--- config.mk ---
export PLATFORM = sky130hd
export DESIGN_NAME = mwm_limit
export DESIGN_NICKNAME = d
export VERILOG_FILES = /design/src/rtl/mwm_pkg.sv /design/src/rtl/mwm_limit.sv
export SDC_FILE = /design/constraint.sdc
export NUM_CORES = 2
export LEC_CHECK = 0
export ABC_CLOCK_PERIOD_IN_PS = 6900
export BUFFER_PORTS_ARGS = -buffer_cell sky130_fd_sc_hd__clkbuf_2
export CORE_ASPECT_RATIO = 0.8
export CORE_UTILIZATION = 35
export CTS_CLUSTER_DIAMETER = 120
export CTS_CLUSTER_SIZE = 20
export DETAILED_ROUTE_END_ITERATION = 8
export SYNTH_ARGS = -nofsm -noshare
export SYNTH_HDL_FRONTEND = slang
export SYNTH_SLANG_ARGS = --single-unit
export TNS_END_PERCENT = 5
--- constraint.sdc ---
create_clock -name clk -period 6.9 [get_ports clk]
set_clock_uncertainty 0.2 [all_clocks]
set_input_delay 1.38 -clock clk [delete_from_list [all_inputs] [get_ports clk]]
set_output_delay 1.38 -clock clk [all_outputs]
set_load 0.005 [all_outputs]
--- src/rtl/mwm_pkg.sv ---
package mwm_pkg;

    // Field and register widths.
    localparam int LIM_W      = 15;
    localparam int RATIO_W    = 24;
    localparam int RPM_W      = 16;
    localparam int VEL_W      = 16;
    localparam int WHEELS     = 4;
    localparam int CFG_IDX_W  = 3;
    localparam int CFG_DATA_W = 24;

    // Mixing arithmetic. A pair sum of clamped speeds needs 17 bits, the
    // Q16 wheel speed needs 41 bits and its magnitude stays below 2^40.
    localparam int SUM_W       = 17;
    localparam int ONE_SHIFT   = 16;
    localparam int MIX_W       = 41;
    localparam int MAG_W       = 40;
    localparam int RATIO_SPLIT = 12;
    localparam int PP_W        = MAG_W + RATIO_SPLIT;
    localparam int ACC_W       = PP_W + 1;
    localparam int RPM_SHIFT   = 28;

    // Proportional limiting.
    localparam int ABS_W     = RPM_W;
    localparam int PROD_W    = ABS_W + LIM_W;
    localparam int QUO_W     = LIM_W;
    localparam int DIV_STEPS = 3;
    localparam int DIV_STAGES = (QUO_W + DIV_STEPS - 1) / DIV_STEPS;

    localparam logic [RPM_W-1:0] RPM_MAX = 16'h7FFF;
    localparam logic [RPM_W-1:0] RPM_MIN = 16'h8000;

    // Wheel order of the result.
    localparam int WHEEL_FR = 0;
    localparam int WHEEL_FL = 1;
    localparam int WHEEL_BL = 2;
    localparam int WHEEL_BR = 3;

    // Register reset values.
    localparam logic [LIM_W-1:0]   RST_MAX_FORWARD = 15'd3300;
    localparam logic [LIM_W-1:0]   RST_MAX_LATERAL = 15'd3300;
    localparam logic [LIM_W-1:0]   RST_MAX_YAW     = 15'd300;
    localparam logic [LIM_W-1:0]   RST_MAX_RPM     = 15'd8500;
    localparam logic [RATIO_W-1:0] RST_ROTATE      = 24'd457469;
    localparam logic [RATIO_W-1:0] RST_RPM_RATIO   = 24'd110832;

    typedef enum logic [CFG_IDX_W-1:0] {
        CFG_MAX_FORWARD,
        CFG_MAX_LATERAL,
        CFG_MAX_YAW,
        CFG_MAX_RPM,
        CFG_ROTATE_RATIO,
        CFG_RPM_RATIO
    } cfg_index_t;

    typedef struct packed {
        logic [LIM_W-1:0]   max_forward;
        logic [LIM_W-1:0]   max_lateral;
        logic [LIM_W-1:0]   max_yaw;
        logic [LIM_W-1:0]   max_rpm;
        logic [RATIO_W-1:0] rotate_ratio;
        logic [RATIO_W-1:0] rpm_ratio;
    } cfg_t;

    typedef logic signed [RPM_W-1:0] rpm_t;
    typedef rpm_t [WHEELS-1:0] rpm_set_t;

    // Beat handed from the limit stages to the divider.
    typedef struct packed {
        rpm_set_t                       rpm;
        logic [WHEELS-1:0][PROD_W-1:0]  prod;
        logic [ABS_W-1:0]               max_mag;
        logic                           scaled;
    } lim_beat_t;

    typedef struct packed {
        rpm_set_t rpm;
        logic     scaled;
    } result_t;

endpackage

--- src/rtl/mwm_limit.sv ---
module mwm_limit (
    input  logic                        clk,
    input  logic                        rst_n,
    input  logic [mwm_pkg::LIM_W-1:0]   rpm_limit,
    input  logic                        wheel_valid,
    output logic                        wheel_ready,
    input  mwm_pkg::rpm_set_t           mix_rpm,
    output logic                        lim_valid,
    input  logic                        lim_ready,
    output mwm_pkg::lim_beat_t          lim_beat
);

    localparam int STAGES = 2;

    logic [STAGES-1:0] valid_reg;
    logic [STAGES-1:0] load;

    logic [mwm_pkg::ABS_W-1:0] abs_next  [mwm_pkg::WHEELS];
    logic [mwm_pkg::ABS_W-1:0] abs_reg   [mwm_pkg::WHEELS];
    logic [mwm_pkg::ABS_W-1:0] pmax_next [2];
    logic [mwm_pkg::ABS_W-1:0] pmax_reg  [2];
    mwm_pkg::rpm_set_t         rpm_reg;
    mwm_pkg::lim_beat_t        beat_next;
    mwm_pkg::lim_beat_t        beat_reg;

    always_comb
    begin
        load[STAGES-1] = !valid_reg[STAGES-1] || lim_ready;
        for (int k = STAGES - 2; k >= 0; k--)
        begin
            load[k] = !valid_reg[k] || load[k+1];
        end
    end

    assign wheel_ready = load[0];
    assign lim_valid   = valid_reg[STAGES-1];
    assign lim_beat    = beat_reg;

    always_ff @(posedge clk or negedge rst_n)
    begin
        if (!rst_n)
        begin
            valid_reg <= '0;
        end
        else
        begin
            if (load[0])
            begin
                valid_reg[0] <= wheel_valid;
            end
            for (int k = 1; k < STAGES; k++)
            begin
                if (load[k])
                begin
                    valid_reg[k] <= valid_reg[k-1];
                end
            end
        end
    end

    always_comb
    begin
        logic [mwm_pkg::RPM_W-1:0] w;
        logic [mwm_pkg::ABS_W-1:0] m;

        // Magnitudes; -32768 maps to 32768, which still fits unsigned.
        for (int i = 0; i < mwm_pkg::WHEELS; i++)
        begin
            w           = mix_rpm[i];
            abs_next[i] = w[mwm_pkg::RPM_W-1] ? (~w + 1'b1) : w;
        end
        pmax_next[0] = (abs_next[0] > abs_next[1]) ? abs_next[0] : abs_next[1];
        pmax_next[1] = (abs_next[2] > abs_next[3]) ? abs_next[2] : abs_next[3];

        m = (pmax_reg[0] > pmax_reg[1]) ? pmax_reg[0] : pmax_reg[1];
        beat_next.rpm     = rpm_reg;
        beat_next.max_mag = m;
        beat_next.scaled  = m > mwm_pkg::ABS_W'(rpm_limit);
        for (int i = 0; i < mwm_pkg::WHEELS; i++)
        begin
            beat_next.prod[i] = mwm_pkg::PROD_W'(abs_reg[i])
                              * mwm_pkg::PROD_W'(rpm_limit);
        end
    end

    always_ff @(posedge clk)
    begin
        if (load[0])
        begin
            abs_reg  <= abs_next;
            pmax_reg <= pmax_next;
            rpm_reg  <= mix_rpm;
        end
        if (load[1])
        begin
            beat_reg <= beat_next;
        end
    end

endmodule

After elaboration in Yosys (flattened, before gate mapping)
Index checks and enable logic that the tools add are counted.
{"block": "totals", "ramBits": 0, "regBits": 367, "latchBits": 0, "output_inout_bits": 207, "memories": 0, "in_bits": 83, "romBits": 0}
{"block": "classes", "n_bitwise": 4, "reduce_logical": 4, "shift": 0, "n_lt_le_gt_ge": 4, "div": 0, "n_mul": 4, "add_sub_neg": 4, "n_eq_ne": 0, "mux": 7}
{"operator": "multiplier 16 x 15 -> 31 bit", "count": 4}
{"operator": "two-way mux 16 bit", "count": 7}
{"operator": "adder 16 x 1 -> 16 bit, second input constant", "count": 4}
{"operator": "NOT 16 bit", "count": 4}
{"operator": "greater-than comparator 16 bit", "count": 3}
{"operator": "greater-than comparator 16 x 15 -> 1 bit", "count": 1}
{"operator": "zero test 1 bit", "count": 2}
{"operator": "logical OR 1 bit", "count": 2}

Longest topological paths before layout
{"block": "depth", "ltp_word": 5, "ltp_mapped": 25, "mapped_depth_nobuf": 22}

Worst setup path after synthesis
No wires, ideal clock.
{"block": "synth_path", "kind": "input port to flip-flop", "startpoint": "in rpm_limit[6] (netlist bit)", "endpoint": "reg beat_reg (netlist bit lim_beat[77]) (data pin)", "arrival_ns": 6.958, "cell_stages": 20, "slack_ns": -0.514, "path_cell_list": "clkbuf_1 clkbuf_1 nand2_1 fa_1 fa_1 fa_1 inv_1 fa_1 fa_1 inv_1 fa_1 inv_1 ha_1 a21oi_1 a21oi_1 a211oi_1 a21o_1 a21oi_1 or4b_2 o211a_1"}
{"element": "start: declaration", "line_no": "mwm_limit.sv:4", "source": "input logic [mwm_pkg::LIM_W-1:0] rpm_limit,"}
{"element": "end signal: assignment", "line_no": "mwm_limit.sv:96", "source": "beat_reg <= beat_next;"}
{"element": "end: declaration", "line_no": "mwm_limit.sv:24", "source": "mwm_pkg::lim_beat_t beat_reg;"}

==> impl_metrics.toml <==
[outcome]
status = "finished, final reports clean"

[die]
coreArea_sq_um = 130000
start_util_pct = 35.5
ioPinCount = 290
rows = 118
fp.dieH_microns = 327
dieArea_sq_um = 134000
die_x_microns = 408

[worst_setup_path]
cp-end-kind = "flip-flop"
slowest_stage = "fa_1"
cp_top_family = "adder cells"
criticalPathCategory = "in2reg"
timing.critical_path.buf_inv = 6
worstPathRequired_ps = 7210
path_max_fanout = 30
path_common_cell = "fa_1"
critPathLaunchType = "input port"
slowest_delay_ps = 530
crit_arrival_ps = 7120
crit_chain = "clkbuf_2 > buf_12 > and2_4 > fa_1 > inv_1 > fa_1 > inv_1 > fa_1 > fa_1 > fa_1 > inv_1 > fa_1 > inv_1 > ha_1 > a21o_1 > a21oi_1 > o31ai_1 > o211ai_1 > o21ai_2 > or4_4 > a2111o_1 > nand3_1"

[detailed_routing]
routed.top_layer = "met5"
avgRoutedWirePerCell_microns = 18.3
met3_length_microns = 9780
drc = 0
vias = 32800
drt_iter0_drc = 2123
wl_microns = 124000
route.met2.wl_microns = 51100
postRouteAntennaNets = 0
met1Wirelength_microns = 60500
via_per_inst = 4.82
firstDrtPassIters = 5

[clock_network]
numCtsBuffers = 24
clk_pin_slew_ps = 90
htree_num_levels = 1
cts_tree = "done"
clk_path_buf_depth = 3
clock-root-buffer = "clkbuf_16"
numClockSinks = 363
holdBufCountCts = 0
clkLatencyLatePin_ps = 660

[synth]
synth_edf_count = 361
synthTopCellsByArea = "fa_1, edfxtp_1, ha_1"
synth_nets = 5788
yosys.area.top_type_share_pct = 31.2
ys_ff_latch = 363
synthesis.area_sq_um = 46200
postSynth.asyncResetShare_pct = 0.551
syn_avg_cell_area_sq_um = 10.2
netlist_instances = 4538
yosysTopAreaCell = "fa_1"
ys_types = 70
seq_area_frac_synth_pct = 23.6
ys_warn_count = 0
synthFlopType = "edfxtp_1"

[hold_path]
hold_class = "reg2reg"

[sta]
period_share_pct = 98.8
slew_headroom_pct = 27.1
finalHoldViolations = 0
rsz0062_at_grt = "true"
setup_viol = 0
max_slew.worst_pin.slew_ps = 1090
slew_violations = 0
fin_setup_tns_ps = 0
min_period_ps = 6810
timing.fmax_ghz = 0.147

[global_routing]
grt_pass1_vias = 34000
antenna_found_initial = 6
grt_overflow = 0
grt_use_total_pct = 18.6
grt_max_degree = 116
grt_pass1_wl_microns = 195000

[placed_design]
dp_hpwl_microns = 101000
gp_congestion = 0.898
numPortBuffers = 289

[finish]
area_delta_synth_final_pct = 15.8
seqCellArea_sq_um = 10900
largest_register_ffs = 205
n_fill_cell = 12900
multi_input_area_sq_um = 31600
drive_above_1_share_pct = 16.2
fin_nets = 6289

[flow_run]
maxCapViolations = 0
==> stage by stage <==
step,area [sq um],util (%),hold WS [ps],setup WS [ps],std cells
finish,53600,41.1,217,86.2,6797
global route,53500,41.1,216,-112,6794
CTS,53300,40.9,220,101,6789
detailed placement,52500,40.3,205,-606,6748
global placement,52500,40.3,201,-555,6748
floorplan,46800,-,200,-240,4538
==> worst reg2reg max path: stages (launching register included) <==
cell,delay [ps]
edfxtp_1,890
nand2_1,190
fa_1,580
fa_1,460
fa_1,570
inv_1,60
fa_1,490
fa_1,500
inv_1,50
fa_1,490
inv_1,50
ha_2,170
or3_1,380
a211oi_1,220
and3b_2,230
o31ai_2,90
a311oi_2,290
nand2_1,110
buf_4,150
xor2_1,130
==> cell families after synthesis <==
family	after synthesis	synth area share, %
simple gates	1290	14.6
fa+ha+maj	1167	43.3
flops	363	23.6
compound gates	403	5.61
xor+xnor	155	2.95
mux	37	0.893
buf+inv	1123	9.12
==> worst paths after layout <==
path                                           from                        to  slack, ps  cells after the start
min in group asynchronous                     rst_n  valid_reg[0]$_DFFE_PN0P_        310                      1
max in group asynchronous                     rst_n  valid_reg[1]$_DFFE_PN0P_       6090                      1
hold reg to reg            beat_next[168]$_DFFE_PP_   lim_beat[168]$_DFFE_PP_        220                      0
setup reg to reg               abs_reg[6]$_DFFE_PP_   lim_beat[136]$_DFFE_PP_        360                     19
setup / recovery                       rpm_limit[0]   lim_beat[107]$_DFFE_PP_         90                     22
hold / removal             beat_next[168]$_DFFE_PP_   lim_beat[168]$_DFFE_PP_        220                      0
==> cells in the final DEF, fill, tap and decap left out, types with 53 or more instances in the layout <==
cell,instances
and2_1,562
clkbuf_2,286
o21ai_0,87
inv_1,934
edfxtp_1,361
nand2_1,479
fa_1,715
xor2_1,53
buf_4,342
nor2_1,57
a21oi_1,98
ha_1,432
a21o_1,59
xnor2_1,101
==> synth_stat cells, types with 6 or more instances <==
cell / number
o21a_1: 23
a21oi_1: 107
ha_1: 447
nor3_1: 17
nor2_1: 58
nand2_1: 480
mux2i_1: 6
xnor2_1: 101
mux2_2: 30
nand3_1: 31
or2_2: 7
o211ai_1: 8
nand4_1: 19
edfxtp_1: 361
or3_1: 12
and2_1: 573
and3_1: 10
a211oi_1: 15
fa_1: 720
o21bai_1: 14
xor2_1: 53
a21o_1: 59
a41oi_1: 6
nor2b_1: 18
o21ai_0: 94
or4_1: 6
inv_1: 936
o41ai_1: 9
a31oi_1: 12
clkbuf_1: 182
a211o_1: 6
nand2b_1: 25
and4_1: 6
o31ai_1: 14
==> layer usage <==
layer | global-route usage, % | vias to the layer above
li1 | - | 15200
met1 | 28.1 | 16500
met2 | 26.7 | 979
met3 | 4.21 | 117
met4 | 4.10 | 8
met5 | 0 | -
==> timing repair <==
action,4_1_cts,5_1_grt
buffers inserted,0,1
setup endpoints to repair,0,27
gates resized for setup,0,40
==> final cells by class <==
type / instances / area share (%)
multi-input combinational: 3052 / 59.0
sequential: 363 / 20.3
timing repair buffer: 661 / 8.69
inverter: 937 / 6.57
tap: 1740 / 4.07
clock buffer: 33 / 1.18
clock inverter: 8 / 0.185
antenna: 3 / 0.0140
Power is left out: the tool's default activity adds up to more than one toggle a clock period on the data nets, which glitch-free logic cannot reach.
