<file path="src/rtl/mwm_pkg.sv">
package mwm_pkg;

    // Field and register widths.
    localparam int LIM_W      = 15;
    localparam int RATIO_W    = 24;
    localparam int RPM_W      = 16;
    localparam int VEL_W      = 16;
    localparam int WHEELS     = 4;
    localparam int CFG_IDX_W  = 3;
    localparam int CFG_DATA_W = 24;

    // Mixing arithmetic. A pair sum of clamped speeds needs 17 bits, the
    // Q16 wheel speed needs 41 bits and its magnitude stays below 2^40.
    localparam int SUM_W       = 17;
    localparam int ONE_SHIFT   = 16;
    localparam int MIX_W       = 41;
    localparam int MAG_W       = 40;
    localparam int RATIO_SPLIT = 12;
    localparam int PP_W        = MAG_W + RATIO_SPLIT;
    localparam int ACC_W       = PP_W + 1;
    localparam int RPM_SHIFT   = 28;

    // Proportional limiting.
    localparam int ABS_W     = RPM_W;
    localparam int PROD_W    = ABS_W + LIM_W;
    localparam int QUO_W     = LIM_W;
    localparam int DIV_STEPS = 3;
    localparam int DIV_STAGES = (QUO_W + DIV_STEPS - 1) / DIV_STEPS;

    localparam logic [RPM_W-1:0] RPM_MAX = 16'h7FFF;
    localparam logic [RPM_W-1:0] RPM_MIN = 16'h8000;

    // Wheel order of the result.
    localparam int WHEEL_FR = 0;
    localparam int WHEEL_FL = 1;
    localparam int WHEEL_BL = 2;
    localparam int WHEEL_BR = 3;

    // Register reset values.
    localparam logic [LIM_W-1:0]   RST_MAX_FORWARD = 15'd3300;
    localparam logic [LIM_W-1:0]   RST_MAX_LATERAL = 15'd3300;
    localparam logic [LIM_W-1:0]   RST_MAX_YAW     = 15'd300;
    localparam logic [LIM_W-1:0]   RST_MAX_RPM     = 15'd8500;
    localparam logic [RATIO_W-1:0] RST_ROTATE      = 24'd457469;
    localparam logic [RATIO_W-1:0] RST_RPM_RATIO   = 24'd110832;

    typedef enum logic [CFG_IDX_W-1:0] {
        CFG_MAX_FORWARD,
        CFG_MAX_LATERAL,
        CFG_MAX_YAW,
        CFG_MAX_RPM,
        CFG_ROTATE_RATIO,
        CFG_RPM_RATIO
    } cfg_index_t;

    typedef struct packed {
        logic [LIM_W-1:0]   max_forward;
        logic [LIM_W-1:0]   max_lateral;
        logic [LIM_W-1:0]   max_yaw;
        logic [LIM_W-1:0]   max_rpm;
        logic [RATIO_W-1:0] rotate_ratio;
        logic [RATIO_W-1:0] rpm_ratio;
    } cfg_t;

    typedef logic signed [RPM_W-1:0] rpm_t;
    typedef rpm_t [WHEELS-1:0] rpm_set_t;

    // Beat handed from the limit stages to the divider.
    typedef struct packed {
        rpm_set_t                       rpm;
        logic [WHEELS-1:0][PROD_W-1:0]  prod;
        logic [ABS_W-1:0]               max_mag;
        logic                           scaled;
    } lim_beat_t;

    typedef struct packed {
        rpm_set_t rpm;
        logic     scaled;
    } result_t;

endpackage

</file>
<file path="src/rtl/mwm_div.sv">
module mwm_div (
    input  logic               clk,
    input  logic               rst_n,
    input  logic               lim_valid,
    output logic               lim_ready,
    input  mwm_pkg::lim_beat_t lim_beat,
    output logic               rpm_valid,
    input  logic               rpm_ready,
    output mwm_pkg::result_t   result
);

    localparam int STAGES = mwm_pkg::DIV_STAGES + 1;

    // Per lane: partial remainder, and a register that shifts out the low
    // dividend bits while shifting in the quotient bits.
    typedef struct packed {
        logic [mwm_pkg::WHEELS-1:0][mwm_pkg::ABS_W-1:0] rem;
        logic [mwm_pkg::WHEELS-1:0][mwm_pkg::QUO_W-1:0] quo;
        logic [mwm_pkg::ABS_W-1:0]                      divisor;
        logic                                           scaled;
        mwm_pkg::rpm_set_t                              rpm;
    } div_stage_t;

    function automatic div_stage_t div_entry(input mwm_pkg::lim_beat_t b);
        div_stage_t r;
        for (int i = 0; i < mwm_pkg::WHEELS; i++)
        begin
            r.rem[i] = b.prod[i][mwm_pkg::PROD_W-1:mwm_pkg::QUO_W];
            r.quo[i] = b.prod[i][mwm_pkg::QUO_W-1:0];
        end
        r.divisor = b.max_mag;
        r.scaled  = b.scaled;
        r.rpm     = b.rpm;
        return r;
    endfunction

    function automatic div_stage_t div_step(input div_stage_t s);
        div_stage_t                r;
        logic [mwm_pkg::ABS_W:0]   trial;
        logic [mwm_pkg::ABS_W:0]   diff;
        r = s;
        for (int i = 0; i < mwm_pkg::WHEELS; i++)
        begin
            trial = {s.rem[i], s.quo[i][mwm_pkg::QUO_W-1]};
            diff  = trial - {1'b0, s.divisor};
            if (trial >= {1'b0, s.divisor})
            begin
                r.rem[i] = diff[mwm_pkg::ABS_W-1:0];
                r.quo[i] = {s.quo[i][mwm_pkg::QUO_W-2:0], 1'b1};
            end
            else
            begin
                r.rem[i] = trial[mwm_pkg::ABS_W-1:0];
                r.quo[i] = {s.quo[i][mwm_pkg::QUO_W-2:0], 1'b0};
            end
        end
        return r;
    endfunction

    logic [STAGES-1:0] valid_reg;
    logic [STAGES-1:0] load;

    div_stage_t       stage_next [mwm_pkg::DIV_STAGES];
    div_stage_t       stage_reg  [mwm_pkg::DIV_STAGES];
    mwm_pkg::result_t res_next;
    mwm_pkg::result_t res_reg;

    always_comb
    begin
        load[STAGES-1] = !valid_reg[STAGES-1] || rpm_ready;
        for (int k = STAGES - 2; k >= 0; k--)
        begin
            load[k] = !valid_reg[k] || load[k+1];
        end
    end

    assign lim_ready = load[0];
    assign rpm_valid = valid_reg[STAGES-1];
    assign result    = res_reg;

    always_ff @(posedge clk or negedge rst_n)
    begin
        if (!rst_n)
        begin
            valid_reg <= '0;
        end
        else
        begin
            if (load[0])
            begin
                valid_reg[0] <= lim_valid;
            end
            for (int k = 1; k < STAGES; k++)
            begin
                if (load[k])
                begin
                    valid_reg[k] <= valid_reg[k-1];
                end
            end
        end
    end

    always_comb
    begin
        div_stage_t                cur;
        div_stage_t                last;
        logic [mwm_pkg::RPM_W-1:0] q;

        for (int k = 0; k < mwm_pkg::DIV_STAGES; k++)
        begin
            if (k == 0)
            begin
                cur = div_entry(lim_beat);
            end
            else
            begin
                cur = stage_reg[k-1];
            end
            for (int j = 0; j < mwm_pkg::DIV_STEPS; j++)
            begin
                if (k * mwm_pkg::DIV_STEPS + j < mwm_pkg::QUO_W)
                begin
                    cur = div_step(cur);
                end
            end
            stage_next[k] = cur;
        end

        // Magnitude quotient takes the wheel's sign, which truncates toward zero.
        last            = stage_reg[mwm_pkg::DIV_STAGES-1];
        res_next.scaled = last.scaled;
        for (int i = 0; i < mwm_pkg::WHEELS; i++)
        begin
            q = mwm_pkg::RPM_W'(last.quo[i]);
            if (!last.scaled)
            begin
                res_next.rpm[i] = last.rpm[i];
            end
            else if (last.rpm[i][mwm_pkg::RPM_W-1])
            begin
                res_next.rpm[i] = ~q + 1'b1;
            end
            else
            begin
                res_next.rpm[i] = q;
            end
        end
    end

    always_ff @(posedge clk)
    begin
        for (int k = 0; k < mwm_pkg::DIV_STAGES; k++)
        begin
            if (load[k])
            begin
                stage_reg[k] <= stage_next[k];
            end
        end
        if (load[STAGES-1])
        begin
            res_reg <= res_next;
        end
    end

endmodule

</file>
<file path="config.mk">
export PLATFORM = sky130hd
export DESIGN_NAME = mwm_div
export DESIGN_NICKNAME = d
export VERILOG_FILES = /design/src/rtl/mwm_pkg.sv /design/src/rtl/mwm_div.sv
export SDC_FILE = /design/constraint.sdc
export NUM_CORES = 2
export LEC_CHECK = 0
export ABC_AREA = 1
export BUFFER_PORTS_ARGS = -buffer_cell sky130_fd_sc_hd__buf_2
export CAP_MARGIN = 10
export CORE_MARGIN = 3
export CORE_UTILIZATION = 30
export CTS_CLUSTER_SIZE = 8
export DETAILED_ROUTE_END_ITERATION = 10
export PLACE_DENSITY = 0.49
export SYNTH_ARGS = -nofsm -noshare
export SYNTH_HDL_FRONTEND = slang
export SYNTH_SLANG_ARGS = --single-unit
</file>
<file path="constraint.sdc">
create_clock -name clk -period 17.33 [get_ports clk]
set_input_delay 0.8665 -clock clk [delete_from_list [all_inputs] [get_ports clk]]
set_output_delay 0.8665 -clock clk [all_outputs]
set_load 0.01 [all_outputs]
</file>
## Yosys cells after proc, flatten, opt, wreduce, memory -nomap -nowiden

Memories as Yosys holds them, arrays and structs flattened.
Cells that the tools add are included.

| cells by class | value |
|---|---|
| add/subtract/negate cells | 64 |
| $lt $le $gt $ge | 60 |
| mux-type cells | 138 |
| bitwise operators | 4 |
| reductions and logical operators | 12 |

Operators by type and width:

| kind | count |
|---|---|
| $mux W16 | 68 |
| $ge A17 B16 Y1 | 60 |
| $sub A16 B16 Y16 | 60 |
| $mux W1 | 70 |
| $add A16 B1 Y16 const B | 4 |
| $not A15 Y16 | 4 |
| $logic_not A1 Y1 | 6 |
| $logic_or A1 B1 Y1 | 6 |

| storage, ports and cells | value |
|---|---|
| bits in registers | 71 |
| RAM bits | 1025 |
| memories kept | 1 |

Memories:

| name | words | bits a word | read ports | clocked after Yosys merged registers in | write ports | RTL line | text |
|---|---|---|---|---|---|---|---|
| stage_reg | 5 | 205 | 5 | 0 | 5 | mwm_div.sv:64 | `div_stage_t stage_reg [mwm_pkg::DIV_STAGES];` |

## Longest topological paths before layout

| logic depth | value |
|---|---|
| word-level depth | 9 |
| gate-level depth with buffers | 43 |
| gate-level depth less buffers | 42 |

## Worst setup path before layout

OpenSTA, ideal clock, no wires.

| timing path | value |
|---|---|
| path type | input-to-output |
| start point | input rpm_ready |
| end point | output lim_ready |
| data arrival time | 17.886 ns |
| setup slack | -1.422 ns |
| stages on the path | 10 |
| path through | nor2_1 inv_1 nor2_1 inv_1 nor2_1 inv_1 nor2_1 inv_1 nor2_1 nand2_1 |

| between the ends | value |
|---|---|
| word-level cells in the longest chain between the ends | 6 |

RTL lines:

| what | RTL line | text |
|---|---|---|
| start: declaration | mwm_div.sv:8 | `input logic rpm_ready,` |
| $logic_or A1 B1 Y1 | mwm_div.sv:70 | `load[STAGES-1] = !valid_reg[STAGES-1] \|\| rpm_ready;` |
| named net load[5] | mwm_div.sv:61 | `logic [STAGES-1:0] load;` |
| $logic_or A1 B1 Y1 | mwm_div.sv:73 | `load[k] = !valid_reg[k] \|\| load[k+1];` |
| named net load[4] | mwm_div.sv:61 |  |
| $logic_or A1 B1 Y1 | mwm_div.sv:73 |  |
| named net load[3] | mwm_div.sv:61 |  |
| $logic_or A1 B1 Y1 | mwm_div.sv:73 |  |
| named net load[2] | mwm_div.sv:61 |  |
| $logic_or A1 B1 Y1 (2 in series) | mwm_div.sv:73 |  |
| end: declaration | mwm_div.sv:5 | `output logic lim_ready,` |

The timed path passes the listed nets, and every way through them passes these cells.

==> impl_metrics.env <==
export IMPL_outcome="finished clean"
export IMPL_gp_congestion=0.923
export IMPL_grt_pass1_vias=76400
export IMPL_htree_levels=4
export IMPL_die_y_microns=556
export IMPL_hold_class="input port to flop"
export IMPL_syn_to_final_growth_pct=11.6
export IMPL_cap_violations=0
export IMPL_final_cells=16300
export IMPL_cp_slowest_stage_delay_ns=0.87
export IMPL_worstPathRequired_ns=17.91
export IMPL_synthTopCellsByArea="edfxtp_1 (33%), nand2_1 (16%), ha_1 (13%), nand3_1 (5.6%), inv_1 (5.5%)"
export IMPL_timing_critical_path_buf_inv=3
export IMPL_finalSetupViolCount=0
export IMPL_antenna_left=0
export IMPL_cts_tree="built"
export IMPL_grt_use_total_pct=18.9
export IMPL_finalClockSkew_ns=0.106
export IMPL_drive_gt1_share_pct=6.47
export IMPL_crit_family="compound AO/OA/AOI/OAI gates"
export IMPL_setup_tns_ns=0
export IMPL_synth_edff_count=1010
export IMPL_cp_max_fo=19
export IMPL_antenna_found_initial=11
export IMPL_crit_slowest_cell="edfxtp_1"
export IMPL_port_buffers=275
export IMPL_avgSynthCellArea_sq_um=7.58
export IMPL_rsz0062_at_grt="false"
export IMPL_drt_pass1_iter_count=6
export IMPL_cp_end_kind="flop"
export IMPL_drc=0
export IMPL_critical_path_arrival_ns=9.17
export IMPL_hold_viol=0
export IMPL_fp_row_count=201
export IMPL_num_vias=79300
export IMPL_grt_start_max_net_pins=118
export IMPL_synth_ff_type="edfxtp_1"
export IMPL_dp_cells=16100
export IMPL_vias_per_cell=4.86
export IMPL_cp_common_cell="nand2_1"
export IMPL_multi_input_area_sq_um=54000
export IMPL_ys_seq_elements=1016
export IMPL_cts_buffers=160
export IMPL_grt_pass1_wl_microns=456000
export IMPL_synth_distinct_cells=65
export IMPL_die_w_microns=556
export IMPL_synthArstFlopShare_pct=0.591
export IMPL_cts_num_sinks=1016
export IMPL_syn_instance_count=12000
export IMPL_post_route_period_util_pct=49.6
export IMPL_grt_overflow_total=0
export IMPL_start_kind="flop"
export IMPL_slew_headroom_pct=19.5
export IMPL_fp_dieArea_sq_um=309000
export IMPL_syn_nets=13200
export IMPL_largest_reg_flops=945
export IMPL_yosysTopAreaCellShare_pct=33.5
export IMPL_start_util_pct=30.2
export IMPL_synth_warnings=0
export IMPL_fin_hold_ws_ns=0.196
export IMPL_cts_root_buf="clkbuf_16"
export IMPL_num_io_pins=276
export IMPL_core_region_area_sq_um=300000
export IMPL_seq_area_sq_um=30500
export IMPL_post_route_min_period_ns=8.60
export IMPL_slew_viol_final=0
export IMPL_avgRoutedWirePerCell_microns=18.4
export IMPL_clk_path_buf_depth=4
export IMPL_insertion_delay_ns=0.84
export IMPL_cts_resized=0
export IMPL_nNetsFinal=13500
export IMPL_synth_area_sq_um=90600
export IMPL_hpwl_microns=234000
export IMPL_synth_top_cell_by_area="edfxtp_1"
export IMPL_drt_iter0_markers=5522
export IMPL_clock_fmax_ghz=0.116
export IMPL_crit_type="flop to flop"
export IMPL_path_clk_slew_ns=0.05
export IMPL_wirelength_microns=301000
export IMPL_worst_pin_slew_ns=1.20
export IMPL_fillers=32300
export IMPL_yosysSeqAreaShare_pct=33.6
synth_stat cells, drive strengths merged, types with 9 or more instances:
cell type,count
nand2,3956
inv,1350
nand3,1053
edfxtp,1010
ha,964
a21oi,798
nor2,668
o21ai,562
xor2,370
xnor2,317
buf,142
nand4,126
nor3,100
nand3b,57
fa,56
a21o,53
a31oi,51
o21a,51
o21bai,45
or2,45
clkbuf,38
a21boi,28
nor4,25
o2111ai,16
and2,14
o211ai,14
a211oi,9
worst reg2reg max path, delay by kind of cell, from the launching register on:
| kind | cells | cell delay (ns) |
|---|---|---|
| buffers and inverters | 3 | 0.67 |
| AOI/OAI and AO/OA | 8 | 2.92 |
| DFF | 1 | 0.87 |
| and+or+nand+nor | 18 | 2.82 |
| adders and majority gates | 3 | 1.13 |
per-stage QoR:
step | setup slack, ns | util, % | cell area, sq um
after global routing | 7.98 | 33.7 | 101000
after CTS | 8.68 | 33.7 | 101000
after detailed placement | 8.56 | 32.2 | 96700
after global placement | 8.57 | 32.2 | 96700
final | 8.73 | 33.7 | 101000
after floorplan | 0.00168 | - | 90600
layout make-up:
cell class	count	share of cell area, %
multi-input combinational	9412	53.4
sequential	1016	30.1
inverter	1351	5.04
tap	3958	4.90
clock buffer	183	4.11
timing repair buffer	376	2.14
clock inverter	22	0.289
antenna	3	0.00742
layout by cell type (no fill, tap or decap), types with 22 or more instances in the layout:
cell type,count
nand2_1,3875
inv_1,1323
nand3_1,1023
edfxtp_1,1010
ha_1,964
a21oi_1,786
nor2_1,638
o21ai_0,505
xor2_1,370
xnor2_1,317
buf_2,275
clkbuf_16,163
nand4_1,117
buf_4,98
nor3_1,97
nand3b_1,57
fa_1,56
nand2_2,54
a21o_1,53
a31oi_1,51
o21a_1,51
o21ai_1,46
o21bai_1,45
or2_2,41
a21boi_0,28
nand2_4,26
nor4_1,25
nand3_2,24
inv_2,22
worst paths after layout:
check	startpoint	endpoint	slack (ns)	cells past startpoint
max	stage_reg[0][271]$_DFFE_PP_	stage_reg[0][570]$_DFFE_PP_	8.73	32
min	lim_beat[168]	stage_reg[0][27]$_DFFE_PP_	0.20	1
min in group asynchronous	rst_n	valid_reg[0]$_DFFE_PN0P_	0.44	2
max reg2reg	stage_reg[0][271]$_DFFE_PP_	stage_reg[0][570]$_DFFE_PP_	8.73	32
min reg2reg	stage_reg[0][653]$_DFFE_PP_	stage_reg[0][858]$_DFFE_PP_	0.33	0
max in group asynchronous	rst_n	valid_reg[1]$_DFFE_PN0P_	16.74	2
per-layer routing:
metal	routed length [microns]	track usage, %
met1	140000	25.6
met2	137000	31.4
met3	12000	1.93
met4	11500	6.56
met5	21	0
cell families (layout without fill, tap and decap cells):
logic type      count (synthesis)  count (layout)  share of synthesized area [%]
simple gates                 6055            6055                           28.4
compound gates               1650            1650                           10.0
buf+inv                      1531            1932                           6.82
fa+ha+maj                    1020            1020                           14.5
flops                        1016            1016                           33.6
xor+xnor                      687             687                           6.64
other cells                     0               3                              0
what timing repair did:
item | CTS | global route
buffers inserted | 0 | 0
setup endpoints to repair | 0 | 0
endpoints found under the hold margin | 6 | 0
hold buffers | 1 | 0
Power is not shown: default switching activity piles up to over one toggle a cycle in this logic, so the estimate is an artifact.
